`src/sv/llw_pkg.sv`:
```
// Shared constants, types and a helper function of the link-loss watchdog monitor.
`timescale 1ns / 1ps
package llw_pkg;

    localparam int DEVICES   = 8;
    localparam int IDX_W     = 3;
    localparam int TICK_W    = 32;
    localparam int LIMIT_W   = 16;
    localparam int PRIO_W    = 4;
    localparam int TOP_W     = 4;
    localparam int CFG_IDX_W = 3;
    localparam int CFG_W     = 64;

    localparam logic [TOP_W-1:0] NONE_DEV = TOP_W'(DEVICES);

    localparam logic CMD_SCAN    = 1'b0;
    localparam logic CMD_RECEIVE = 1'b1;

    typedef enum logic [CFG_IDX_W-1:0] {
        CFG_OFF_LO = 3'd0,
        CFG_OFF_HI = 3'd1,
        CFG_SET_LO = 3'd2,
        CFG_SET_HI = 3'd3,
        CFG_PRIO   = 3'd4,
        CFG_ENABLE = 3'd5
    } t_cfg_reg;

    typedef struct packed {
        logic             rx;
        logic             scan_start;
        logic             step;
        logic             last;
        logic [IDX_W-1:0] idx;
    } t_dp_cmd;

    typedef struct packed {
        logic out_free;
    } t_dp_status;

    // Picks the 16-bit limit of one device out of a low/high pair of packed words.
    function automatic logic [LIMIT_W-1:0] field16(input logic [CFG_W-1:0] lo,
                                                   input logic [CFG_W-1:0] hi,
                                                   input logic [IDX_W-1:0] d);
        logic [CFG_W-1:0] w;
        w = d[2] ? hi : lo;
        return w[{d[1:0], 4'b0000} +: LIMIT_W];
    endfunction

endpackage

```
`src/sv/llw_ctrl.sv`:
```
// Controller of the link-loss watchdog monitor: input handshake and scan sequencing.
`timescale 1ns / 1ps
module llw_ctrl (
    input  logic                i_clk,
    input  logic                i_rst_n,
    input  logic                i_valid,
    input  logic                i_command,
    output logic                o_stall,
    input  llw_pkg::t_dp_status i_status,
    output llw_pkg::t_dp_cmd    o_cmd
);
    import llw_pkg::*;

    typedef enum logic {
        ST_IDLE,
        ST_SCAN
    } t_state;

    t_state           r_state, n_state;
    logic [IDX_W-1:0] r_idx, n_idx;
    logic             accept;
    logic             step;
    logic             last;

    assign accept = i_valid && (r_state == ST_IDLE);
    assign step   = (r_state == ST_SCAN) && i_status.out_free;
    assign last   = ({1'b0, r_idx} == (IDX_W + 1)'(DEVICES - 1));

    always_comb begin
        n_state = r_state;
        n_idx   = r_idx;
        case (r_state)
            ST_IDLE: begin
                if (accept && (i_command == CMD_SCAN)) begin
                    n_state = ST_SCAN;
                    n_idx   = '0;
                end
            end
            ST_SCAN: begin
                if (step) begin
                    if (last) begin
                        n_state = ST_IDLE;
                    end else begin
                        n_idx = r_idx + IDX_W'(1);
                    end
                end
            end
            default: begin
                n_state = ST_IDLE;
            end
        endcase
    end

    always_ff @(posedge i_clk) begin
        if (!i_rst_n) begin
            r_state <= ST_IDLE;
            r_idx   <= '0;
        end else begin
            r_state <= n_state;
            r_idx   <= n_idx;
        end
    end

    assign o_stall          = (r_state != ST_IDLE);
    assign o_cmd.rx         = accept && (i_command == CMD_RECEIVE);
    assign o_cmd.scan_start = accept && (i_command == CMD_SCAN);
    assign o_cmd.step       = step;
    assign o_cmd.last       = last;
    assign o_cmd.idx        = r_idx;

endmodule

```
`src/sv/llw_dp.sv`:
```
// Datapath of the link-loss watchdog monitor: device state, configuration and result register.
`timescale 1ns / 1ps
module llw_dp (
    input  logic                          i_clk,
    input  logic                          i_rst_n,
    input  llw_pkg::t_dp_cmd              i_cmd,
    output llw_pkg::t_dp_status           o_status,
    input  logic                          i_cfg_we,
    input  logic [llw_pkg::CFG_IDX_W-1:0] i_cfg_index,
    input  logic [llw_pkg::CFG_W-1:0]     i_cfg_data,
    input  logic [llw_pkg::IDX_W-1:0]     i_device,
    input  logic [llw_pkg::TICK_W-1:0]    i_now,
    input  logic                          i_data_bad,
    input  logic                          i_stall,
    output logic                          o_valid,
    output logic [llw_pkg::IDX_W-1:0]     o_unit,
    output logic                          o_error_present,
    output logic                          o_lost,
    output logic                          o_bad_data,
    output logic                          o_recover_request,
    output logic [llw_pkg::TICK_W-1:0]    o_arrival_interval,
    output logic [llw_pkg::TICK_W-1:0]    o_lost_since,
    output logic                          o_any_lost,
    output logic [llw_pkg::TOP_W-1:0]     o_top_device,
    output logic                          o_last
);
    import llw_pkg::*;

    // Configuration registers.
    logic [CFG_W-1:0]   r_off_lo, r_off_hi, r_set_lo, r_set_hi;
    logic [31:0]        r_prio;
    logic [DEVICES-1:0] r_enable;

    // Per-device state.
    logic [TICK_W-1:0] r_newest    [DEVICES];
    logic [TICK_W-1:0] r_previous  [DEVICES];
    logic [TICK_W-1:0] r_reconnect [DEVICES];
    logic [TICK_W-1:0] r_offtime   [DEVICES];
    logic [TICK_W-1:0] r_interval  [DEVICES];
    logic [DEVICES-1:0] r_lost, r_err, r_bad;

    // Scan time and running summary.
    logic [TICK_W-1:0] r_now;
    logic              r_any;
    logic [PRIO_W-1:0] r_best;
    logic [TOP_W-1:0]  r_top;

    logic              r_out_valid;

    logic [IDX_W-1:0]   a;
    logic               in_range;
    logic [TICK_W-1:0]  newest_rd, previous_rd;
    logic [LIMIT_W-1:0] off16, set16;
    logic [PRIO_W-1:0]  pr;
    logic               en;
    logic [TICK_W-1:0]  silence, since_rc;
    logic               offline, settling, healthy;
    logic               n_lost, n_err;
    logic [TICK_W-1:0]  n_offtime, n_interval;
    logic               n_any;
    logic [PRIO_W-1:0]  n_best;
    logic [TOP_W-1:0]   n_top;

    assign a           = i_cmd.step ? i_cmd.idx : i_device;
    assign in_range    = ({1'b0, i_device} < (IDX_W + 1)'(DEVICES));
    assign newest_rd   = r_newest[a];
    assign previous_rd = r_previous[a];
    assign off16       = field16(r_off_lo, r_off_hi, a);
    assign set16       = field16(r_set_lo, r_set_hi, a);
    assign pr          = r_prio[{a, 2'b00} +: PRIO_W];
    assign en          = r_enable[a];
    assign silence     = r_now - newest_rd;
    assign since_rc    = r_now - r_reconnect[a];
    assign offline     = en && (silence > {{(TICK_W - LIMIT_W){1'b0}}, off16});
    assign settling    = en && !offline && (since_rc < {{(TICK_W - LIMIT_W){1'b0}}, set16});
    assign healthy     = en && !offline && !settling;

    always_comb begin
        n_lost     = r_lost[a];
        n_err      = r_err[a];
        n_offtime  = r_offtime[a];
        n_interval = r_interval[a];
        if (offline) begin
            // An error already flagged keeps the original loss time.
            if (!r_err[a]) begin
                n_lost    = 1'b1;
                n_err     = 1'b1;
                n_offtime = r_now;
            end
        end else if (settling) begin
            n_lost = 1'b0;
            n_err  = 1'b1;
        end else if (healthy) begin
            n_lost = 1'b0;
            n_err  = r_bad[a];
            if (newest_rd > previous_rd) begin
                n_interval = newest_rd - previous_rd;
            end
        end
    end

    always_comb begin
        n_any  = r_any || offline;
        n_best = r_best;
        n_top  = r_top;
        if (offline && (pr > r_best)) begin
            n_best = pr;
            n_top  = {1'b0, a};
        end
    end

    always_ff @(posedge i_clk) begin
        if (!i_rst_n) begin
            r_off_lo <= '0;
            r_off_hi <= '0;
            r_set_lo <= '0;
            r_set_hi <= '0;
            r_prio   <= '0;
            r_enable <= '0;
        end else if (i_cfg_we) begin
            case (t_cfg_reg'(i_cfg_index))
                CFG_OFF_LO: r_off_lo <= i_cfg_data;
                CFG_OFF_HI: r_off_hi <= i_cfg_data;
                CFG_SET_LO: r_set_lo <= i_cfg_data;
                CFG_SET_HI: r_set_hi <= i_cfg_data;
                CFG_PRIO:   r_prio   <= i_cfg_data[31:0];
                CFG_ENABLE: r_enable <= i_cfg_data[DEVICES-1:0];
                default:    ;
            endcase
        end
    end

    always_ff @(posedge i_clk) begin
        if (!i_rst_n) begin
            for (int i = 0; i < DEVICES; i++) begin
                r_newest[i]    <= '0;
                r_previous[i]  <= '0;
                r_reconnect[i] <= '0;
                r_offtime[i]   <= '0;
                r_interval[i]  <= '0;
            end
            r_lost <= '1;
            r_err  <= '1;
            r_bad  <= '1;
        end else if (i_cmd.rx && in_range) begin
            r_previous[a] <= newest_rd;
            r_newest[a]   <= i_now;
            if (r_lost[a]) begin
                r_lost[a]      <= 1'b0;
                r_reconnect[a] <= i_now;
            end
            r_bad[a] <= i_data_bad;
            if (i_data_bad) begin
                r_err[a] <= 1'b1;
            end
        end else if (i_cmd.step) begin
            r_lost[a]     <= n_lost;
            r_err[a]      <= n_err;
            r_offtime[a]  <= n_offtime;
            r_interval[a] <= n_interval;
        end
    end

    always_ff @(posedge i_clk) begin
        if (i_cmd.scan_start) begin
            r_now <= i_now;
        end
        if (!i_rst_n) begin
            r_any  <= 1'b0;
            r_best <= '0;
            r_top  <= NONE_DEV;
        end else if (i_cmd.scan_start) begin
            r_any  <= 1'b0;
            r_best <= '0;
            r_top  <= NONE_DEV;
        end else if (i_cmd.step) begin
            r_any  <= n_any;
            r_best <= n_best;
            r_top  <= n_top;
        end
    end

    always_ff @(posedge i_clk) begin
        if (!i_rst_n) begin
            r_out_valid <= 1'b0;
        end else if (i_cmd.step) begin
            r_out_valid <= 1'b1;
        end else if (!i_stall) begin
            r_out_valid <= 1'b0;
        end
        if (i_cmd.step) begin
            o_unit             <= a;
            o_error_present    <= n_err;
            o_lost             <= n_lost;
            o_bad_data         <= r_bad[a];
            o_recover_request  <= offline;
            o_arrival_interval <= n_interval;
            o_lost_since       <= n_offtime;
            o_any_lost         <= i_cmd.last ? n_any : 1'b0;
            o_top_device       <= i_cmd.last ? n_top : NONE_DEV;
            o_last             <= i_cmd.last;
        end
    end

    assign o_valid           = r_out_valid;
    assign o_status.out_free = !r_out_valid || !i_stall;

endmodule

```
`src/sv/link_loss_watchdog_monitor.sv`:
```
// Top level of the link-loss watchdog monitor: controller, datapath and checks.
// A receive item updates its device at the edge that accepts it and gives no result,
// and the next item can be taken in the following cycle. A scan item moves the controller
// into its scan state and registers one result per device, eight in all, one per cycle
// while the output is not stalled. The input stays stalled until the last result is
// registered. Reset is synchronous, active low: configuration and arrival times clear to
// zero, and every device starts lost, in error and with bad data.
`timescale 1ns / 1ps
module link_loss_watchdog_monitor (
    input  logic                          i_clk,
    input  logic                          i_rst_n,
    input  logic                          i_cfg_we,
    input  logic [llw_pkg::CFG_IDX_W-1:0] i_cfg_index,
    input  logic [llw_pkg::CFG_W-1:0]     i_cfg_data,
    input  logic                          i_valid,
    output logic                          o_stall,
    input  logic                          i_command,
    input  logic [llw_pkg::IDX_W-1:0]     i_device,
    input  logic [llw_pkg::TICK_W-1:0]    i_now,
    input  logic                          i_data_bad,
    output logic                          o_valid,
    input  logic                          i_stall,
    output logic [llw_pkg::IDX_W-1:0]     o_unit,
    output logic                          o_error_present,
    output logic                          o_lost,
    output logic                          o_bad_data,
    output logic                          o_recover_request,
    output logic [llw_pkg::TICK_W-1:0]    o_arrival_interval,
    output logic [llw_pkg::TICK_W-1:0]    o_lost_since,
    output logic                          o_any_lost,
    output logic [llw_pkg::TOP_W-1:0]     o_top_device,
    output logic                          o_last
);
    import llw_pkg::*;

    t_dp_cmd    dp_cmd;
    t_dp_status dp_status;

    // The controller owns the input handshake and walks the device index during a scan.
    llw_ctrl u_ctrl (
        .i_clk     (i_clk),
        .i_rst_n   (i_rst_n),
        .i_valid   (i_valid),
        .i_command (i_command),
        .o_stall   (o_stall),
        .i_status  (dp_status),
        .o_cmd     (dp_cmd)
    );

    // The datapath holds the per-device timers and flags, the configuration and the
    // output register, which lets a receive item in while a result waits to be taken.
    llw_dp u_dp (
        .i_clk              (i_clk),
        .i_rst_n            (i_rst_n),
        .i_cmd              (dp_cmd),
        .o_status           (dp_status),
        .i_cfg_we           (i_cfg_we),
        .i_cfg_index        (i_cfg_index),
        .i_cfg_data         (i_cfg_data),
        .i_device           (i_device),
        .i_now              (i_now),
        .i_data_bad         (i_data_bad),
        .i_stall            (i_stall),
        .o_valid            (o_valid),
        .o_unit             (o_unit),
        .o_error_present    (o_error_present),
        .o_lost             (o_lost),
        .o_bad_data         (o_bad_data),
        .o_recover_request  (o_recover_request),
        .o_arrival_interval (o_arrival_interval),
        .o_lost_since       (o_lost_since),
        .o_any_lost         (o_any_lost),
        .o_top_device       (o_top_device),
        .o_last             (o_last)
    );

    // The final result of a scan always reports the highest device index.
    a_last_unit: assert property (@(posedge i_clk) disable iff (!i_rst_n)
        o_valid && o_last |-> o_unit == IDX_W'(DEVICES - 1))
        else $error("last result does not report the final device");

    // The summary fields stay at their idle values on every result but the last.
    a_summary_idle: assert property (@(posedge i_clk) disable iff (!i_rst_n)
        o_valid && !o_last |-> !o_any_lost && o_top_device == NONE_DEV)
        else $error("summary fields set on a non-final result");

    // A named top device implies that some device is offline.
    a_top_any: assert property (@(posedge i_clk) disable iff (!i_rst_n)
        o_valid && o_top_device != NONE_DEV |-> o_any_lost)
        else $error("top device named without any device offline");

    // An offline device is always reported with its error flag set.
    a_recover_err: assert property (@(posedge i_clk) disable iff (!i_rst_n)
        o_valid && o_recover_request |-> o_error_present)
        else $error("recovery requested without error present");

endmodule

```
`config.mk`:
```
export PLATFORM = sky130hd
export DESIGN_NAME = link_loss_watchdog_monitor
export DESIGN_NICKNAME = d
export VERILOG_FILES = /design/src/sv/llw_pkg.sv /design/src/sv/llw_ctrl.sv /design/src/sv/llw_dp.sv /design/src/sv/link_loss_watchdog_monitor.sv
export SDC_FILE = /design/constraint.sdc
export NUM_CORES = 2
export LEC_CHECK = 0
export BUFFER_PORTS_ARGS = -buffer_cell sky130_fd_sc_hd__buf_2
export CAP_MARGIN = 20
export CORE_AREA = 4 4 386 388
export DETAILED_ROUTE_END_ITERATION = 16
export DIE_AREA = 0 0 390 392
export PLACE_DENSITY = 0.81
export REMOVE_ABC_BUFFERS = 1
export SLEW_MARGIN = 25
export SYNTH_ARGS = -nofsm -noshare
export SYNTH_HDL_FRONTEND = slang
export SYNTH_SLANG_ARGS = --single-unit
```
`constraint.sdc`:
```
create_clock -name i_clk -period 14.2 [get_ports i_clk]
set_input_delay 2.13 -clock i_clk [delete_from_list [all_inputs] [get_ports i_clk]]
set_output_delay 2.13 -clock i_clk [all_outputs]
set_load 0.005 [all_outputs]
```
**After elaboration in Yosys (flattened, before gate mapping)**

Memory sizes are Yosys's and may differ from the RTL's.
Cells that the tools add are included.

- Memories: 5
- Input bits: 109
- Word-level logic and storage cells: 169
- Output and inout port bits: 79
- Bits in writable memories: 1280
- Register bits: 443

Memories:

| name | depth | width | rd ports | clocked after memory_dff | wr ports | RTL line | text |
|---|---|---|---|---|---|---|---|
| u_dp.r_interval | 8 | 32 | 1 | 0 | 8 | llw_dp.sv:39 | `logic [TICK_W-1:0] r_interval [DEVICES];` |
| u_dp.r_newest | 8 | 32 | 1 | 0 | 8 | llw_dp.sv:35 | `logic [TICK_W-1:0] r_newest [DEVICES];` |
| u_dp.r_offtime | 8 | 32 | 1 | 0 | 8 | llw_dp.sv:38 | `logic [TICK_W-1:0] r_offtime [DEVICES];` |
| u_dp.r_previous | 8 | 32 | 1 | 0 | 8 | llw_dp.sv:36 | `logic [TICK_W-1:0] r_previous [DEVICES];` |
| u_dp.r_reconnect | 8 | 32 | 1 | 0 | 8 | llw_dp.sv:37 | `logic [TICK_W-1:0] r_reconnect [DEVICES];` |

- Bitwise logic cells: 6
- Eq/ne operators: 12
- Add/sub/neg operators: 4
- Reductions and logical operators: 34
- Shift-type cells: 3
- Magnitude comparators: 6
- Multiplexer cells: 73

Operators with widths:

| operator | count |
|---|---|
| 32-bit two-way mux | 11 |
| 32-bit OR reduction | 5 |
| 64-bit two-way mux | 2 |
| 64-bit by 7-bit indexed part select with 16-bit output | 2 |
| 32-bit subtractor | 3 |
| 8-bit two-way mux | 6 |
| 1-bit two-way mux | 34 |
| 32-bit by 16-bit greater-than comparator with 1-bit output | 1 |
| 32-bit greater-than comparator | 1 |
| 32-bit by 16-bit less-than comparator with 1-bit output | 1 |
| 32-bit by 6-bit indexed part select with 4-bit output | 1 |
| 3-bit two-way mux | 9 |
| 8-bit bitwise mux | 3 |
| 2-bit AND reduction | 9 |
| 1-bit binary-select mux with 3-bit select | 4 |
| 1-bit logical AND | 10 |
| 3-bit equality test, second input constant | 3 |
| 8-bit AND | 1 |
| 2-bit inequality test, second input constant | 4 |
| 8-bit inverter | 1 |
| 8-bit OR | 1 |
| 3-bit by 2-bit equality test with 1-bit output, second input constant | 2 |
| 3-bit one-hot mux with 2 select lines | 1 |
| 4-bit greater-than comparator | 1 |
| other kinds (15) | 22 |

**Logic depth before layout (Yosys ltp)**

- Word-level depth: 19
- Gate-level depth with buffers: 38
- Mapped depth without buffers: 32

**Modules after synthesis**

From an unflattened synthesis, not the netlist that was laid out.

- Cells, all modules: 7098
- Area total of the unflattened synthesis: 80043.0 um2

By module, submodules not included:

| module | instances | sequential area each (um2) | area an instance (um2) | cells an instance |
|---|---|---|---|---|
| llw_dp | 1 | 48316.3 | 79807.8 | 7076 |
| llw_ctrl | 1 | 80.1 | 235.2 | 22 |

**Worst setup path after synthesis**

No wires, ideal clock.

- Kind: input -> register
- Start: in i_stall
- End: mem u_dp.r_interval[0][31] (data pin)
- Path slack: 2828 ps
- Required time: 13924 ps
- Arrival: 11096 ps
- Stages: 30
- Cells stage by stage: a21bo_1 buf_4 inv_2 clkbuf_1 buf_1 nand2_1 a21boi_1 clkbuf_1 o2111ai_1 ha_1 clkbuf_1 a21oi_1 o21ai_0 or3_1 o21ai_0 o31ai_1 xor2_1 ha_1 nand4_1 nor2_1 a211oi_1 a22o_1 o2111ai_1 a311o_1 nor4_1 or3b_1 nor4_4 buf_4 mux2i_1 nor2_1

RTL lines:

| item | RTL line | text |
|---|---|---|
| start, declared | link_loss_watchdog_monitor.sv:22 | `input logic i_stall,` |
| end, declared | llw_dp.sv:39 |  |

==> flow_summary.yaml <==
floorplanning:
  die_w_um: 390
  initial_utilization: 0.547
  io_pins: 188
  die_area_sq_um: 153000
  floorplan.rows: 140
  core_area_sq_um: 145000
  die_h_um: 392
cts:
  cts_sinks: 1723
  cts.clk_slew.worst_paths_ps: 60
  holdBufCountCts: 0
  cts_buffers: 169
  worst_skew_pair.late_latency_ps: 850
  cts_buffer_depth: 3
  cts_resized: 0
  cts_tree: "yes"
  cts_setup_buffers: 0
  cts_root_buf: "clkbuf_16"
  h-tree-depth: 4
timing:
  hold_viol: 0
  clock_skew_ps: 42.3
  fmax_mhz: 89.7
  finalCritPeriodShare: 0.785
  finalCriticalPeriod_ps: 11140
  tns_ps: 0
  setup_viol: 0
  worst_slack_ps: 3060
  slew_headroom: 0.200
  rsz0062_at_grt: "no"
  slew_violations: 0
  worst_pin_slew_ps: 1200
layout:
  nets: 7470
  area_growth_pct: 10.7
  utilization: 0.606
  layout-drive-gt1-share: 0.0978
  final_common_cell: "edfxtp_1"
  design_area_sq_um: 88000
  mostFrequentLayoutCells: "1389 x edfxtp_1, 1057 x nand2_1, 850 x nor2_1"
  stdcell_count: 9316
detailed_routing:
  drt-pass1-iter-count: 7
  vias: 62765
  vias_per_cell: 6.74
  drc: 0
  first_iter_violations: 10122
  wl_mm: 272
  drtAntennaViolNets: 0
  wl_per_cell_um: 29.2
setup_path:
  cp.required_ps: 14750
  start_kind: "primary input"
  crit_fanout: 31
  cp_slowest_cell: "mux2_2"
  r2r_setup_slack_ps: 3910
  cpPeakStageDelay_ps: 840
  worstSetupEndpointType: "flop"
  cpMostUsedCell: "a21o_1"
  arrival_ps: 11690
  setup.worst_path.class: "in -> reg"
logic_synthesis:
  avgSynthCellArea_sq_um: 10.9
  synth_edf_count: 1389
  synth_cell_type_count: 92
  dominantRegCellSynth: "edfxtp_1"
  synth-seq-area-share: 0.609
  async_flop_share: 0
  netlist_area_sq_um: 79500
  synth_warnings: 0
  synth_cells: 7288
  synth-seq-cells: 1723
global_routing:
  grt_pass1_wl_mm: 393
  grt.overflow.total: 0
  grt_start_max_net_pins: 265
  antenna_found_initial: 31
  grtUsageTotal: 0.347
  grt_pass1_vias: 60746
outcome:
  outcome: "complete, no violations"
placement:
  dp_hpwl_mm: 160
  dp_slack_ps: 2260
  placedCellCount: 8978
  dpl-instance-area_sq_um: 82500
  port_buffers: 187
  routabilityCongestion: 0.981
min_path:
  hp-class: "reg -> reg"
power:
  powerDensity_nw_per_um2: 139
  ir_worst_vdd_v: 0.000102
  leakagePower_uw: 0.0334
job:
  maxCapViolations: 0
==> through the flow <==
stage,hold WS [ps],power [uW]
floorplan,433,6970
global placement,438,7690
detailed placement,446,7730
CTS,455,12100
global route,471,12500
finish,453,12200
==> metal layers <==
layer	wire length, um	global-route usage	vias up
met3	38900	0.0932	999
li1	-	-	26387
met5	42	0	-
met4	18300	0.210	6
met2	121000	0.531	5175
met1	93300	0.443	30198
==> where the power goes <==
group,internal [uW],switching (uW),leakage [uW]
logic,569,1420,0.0138
clock network,2520,1960,0.00267
registers,5650,83.0,0.0170
==> path summary, 6_finish.rpt <==
path	depth (start not counted)	endpoint	from
max	31	u_dp.r_interval[6][23]	i_stall
min	2	u_dp.r_set_hi[8]	u_dp.r_set_hi[8]
max reg2reg	30	u_dp.r_interval[6][23]	u_ctrl.o_stall
min reg2reg	2	u_dp.r_set_hi[8]	u_dp.r_set_hi[8]
==> synthesized netlist by cell type (58+ instances only) <==
cell type	number	share of area
and2_1	376	0.030
a21oi_1	533	0.034
and3_1	279	0.022
a22o_1	65	0.0072
nand3_1	138	0.0087
mux2i_1	189	0.024
dfxtp_1	334	0.084
ha_1	127	0.020
a221oi_1	98	0.011
nor2_1	877	0.041
a22oi_1	120	0.011
nand2_1	1075	0.051
inv_1	146	0.0069
clkbuf_1	476	0.022
edfxtp_1	1389	0.52
nor3_1	64	0.0040
o21ai_0	111	0.0070
a21o_1	60	0.0057
o22ai_1	130	0.010
o221ai_1	58	0.0064
==> sequential cells by signal, indices dropped and copies added, names as in the netlist, 64 cells and up <==
signal,cells
u_dp.r_off_lo,64
u_dp.r_reconnect,256
u_dp.r_off_hi,64
u_dp.r_offtime,256
u_dp.r_previous,256
u_dp.r_newest,256
u_dp.r_set_lo,64
u_dp.r_interval,256
u_dp.r_set_hi,64
==> area by class of cell <==
cell class | count | area [sq um]
clock inverters | 85 | 872
diodes | 29 | 72.6
fillers | 11072 | 57300
flip-flops and latches | 1723 | 48400
inverters | 151 | 589
repair buffers | 318 | 2020
well taps | 1917 | 2400
clock buffers | 223 | 4590
multi-input cells | 4870 | 29100
==> cell families after synthesis <==
family                   count (synthesis)  share of synthesized area
buffers and inverters                  695                     0.0334
adder cells (fa/ha/maj)                130                     0.0205
flip-flops                            1723                      0.609
AO/OA/AOI/OAI                         1468                      0.124
AND/OR/NAND/NOR                       2955                      0.169
XOR/XNOR                                73                    0.00804
multiplexers                           244                     0.0364
==> worst max-delay path, delay by kind of cell <==
family	cells	cell delay (ps)
multiplexers	2	1600
AO/OA/AOI/OAI	14	3530
adder cells (fa/ha/maj)	2	840
AND/OR/NAND/NOR	8	1700
buffers and inverters	4	1620
XOR/XNOR	1	190
(Power assumes the default switching activity.)
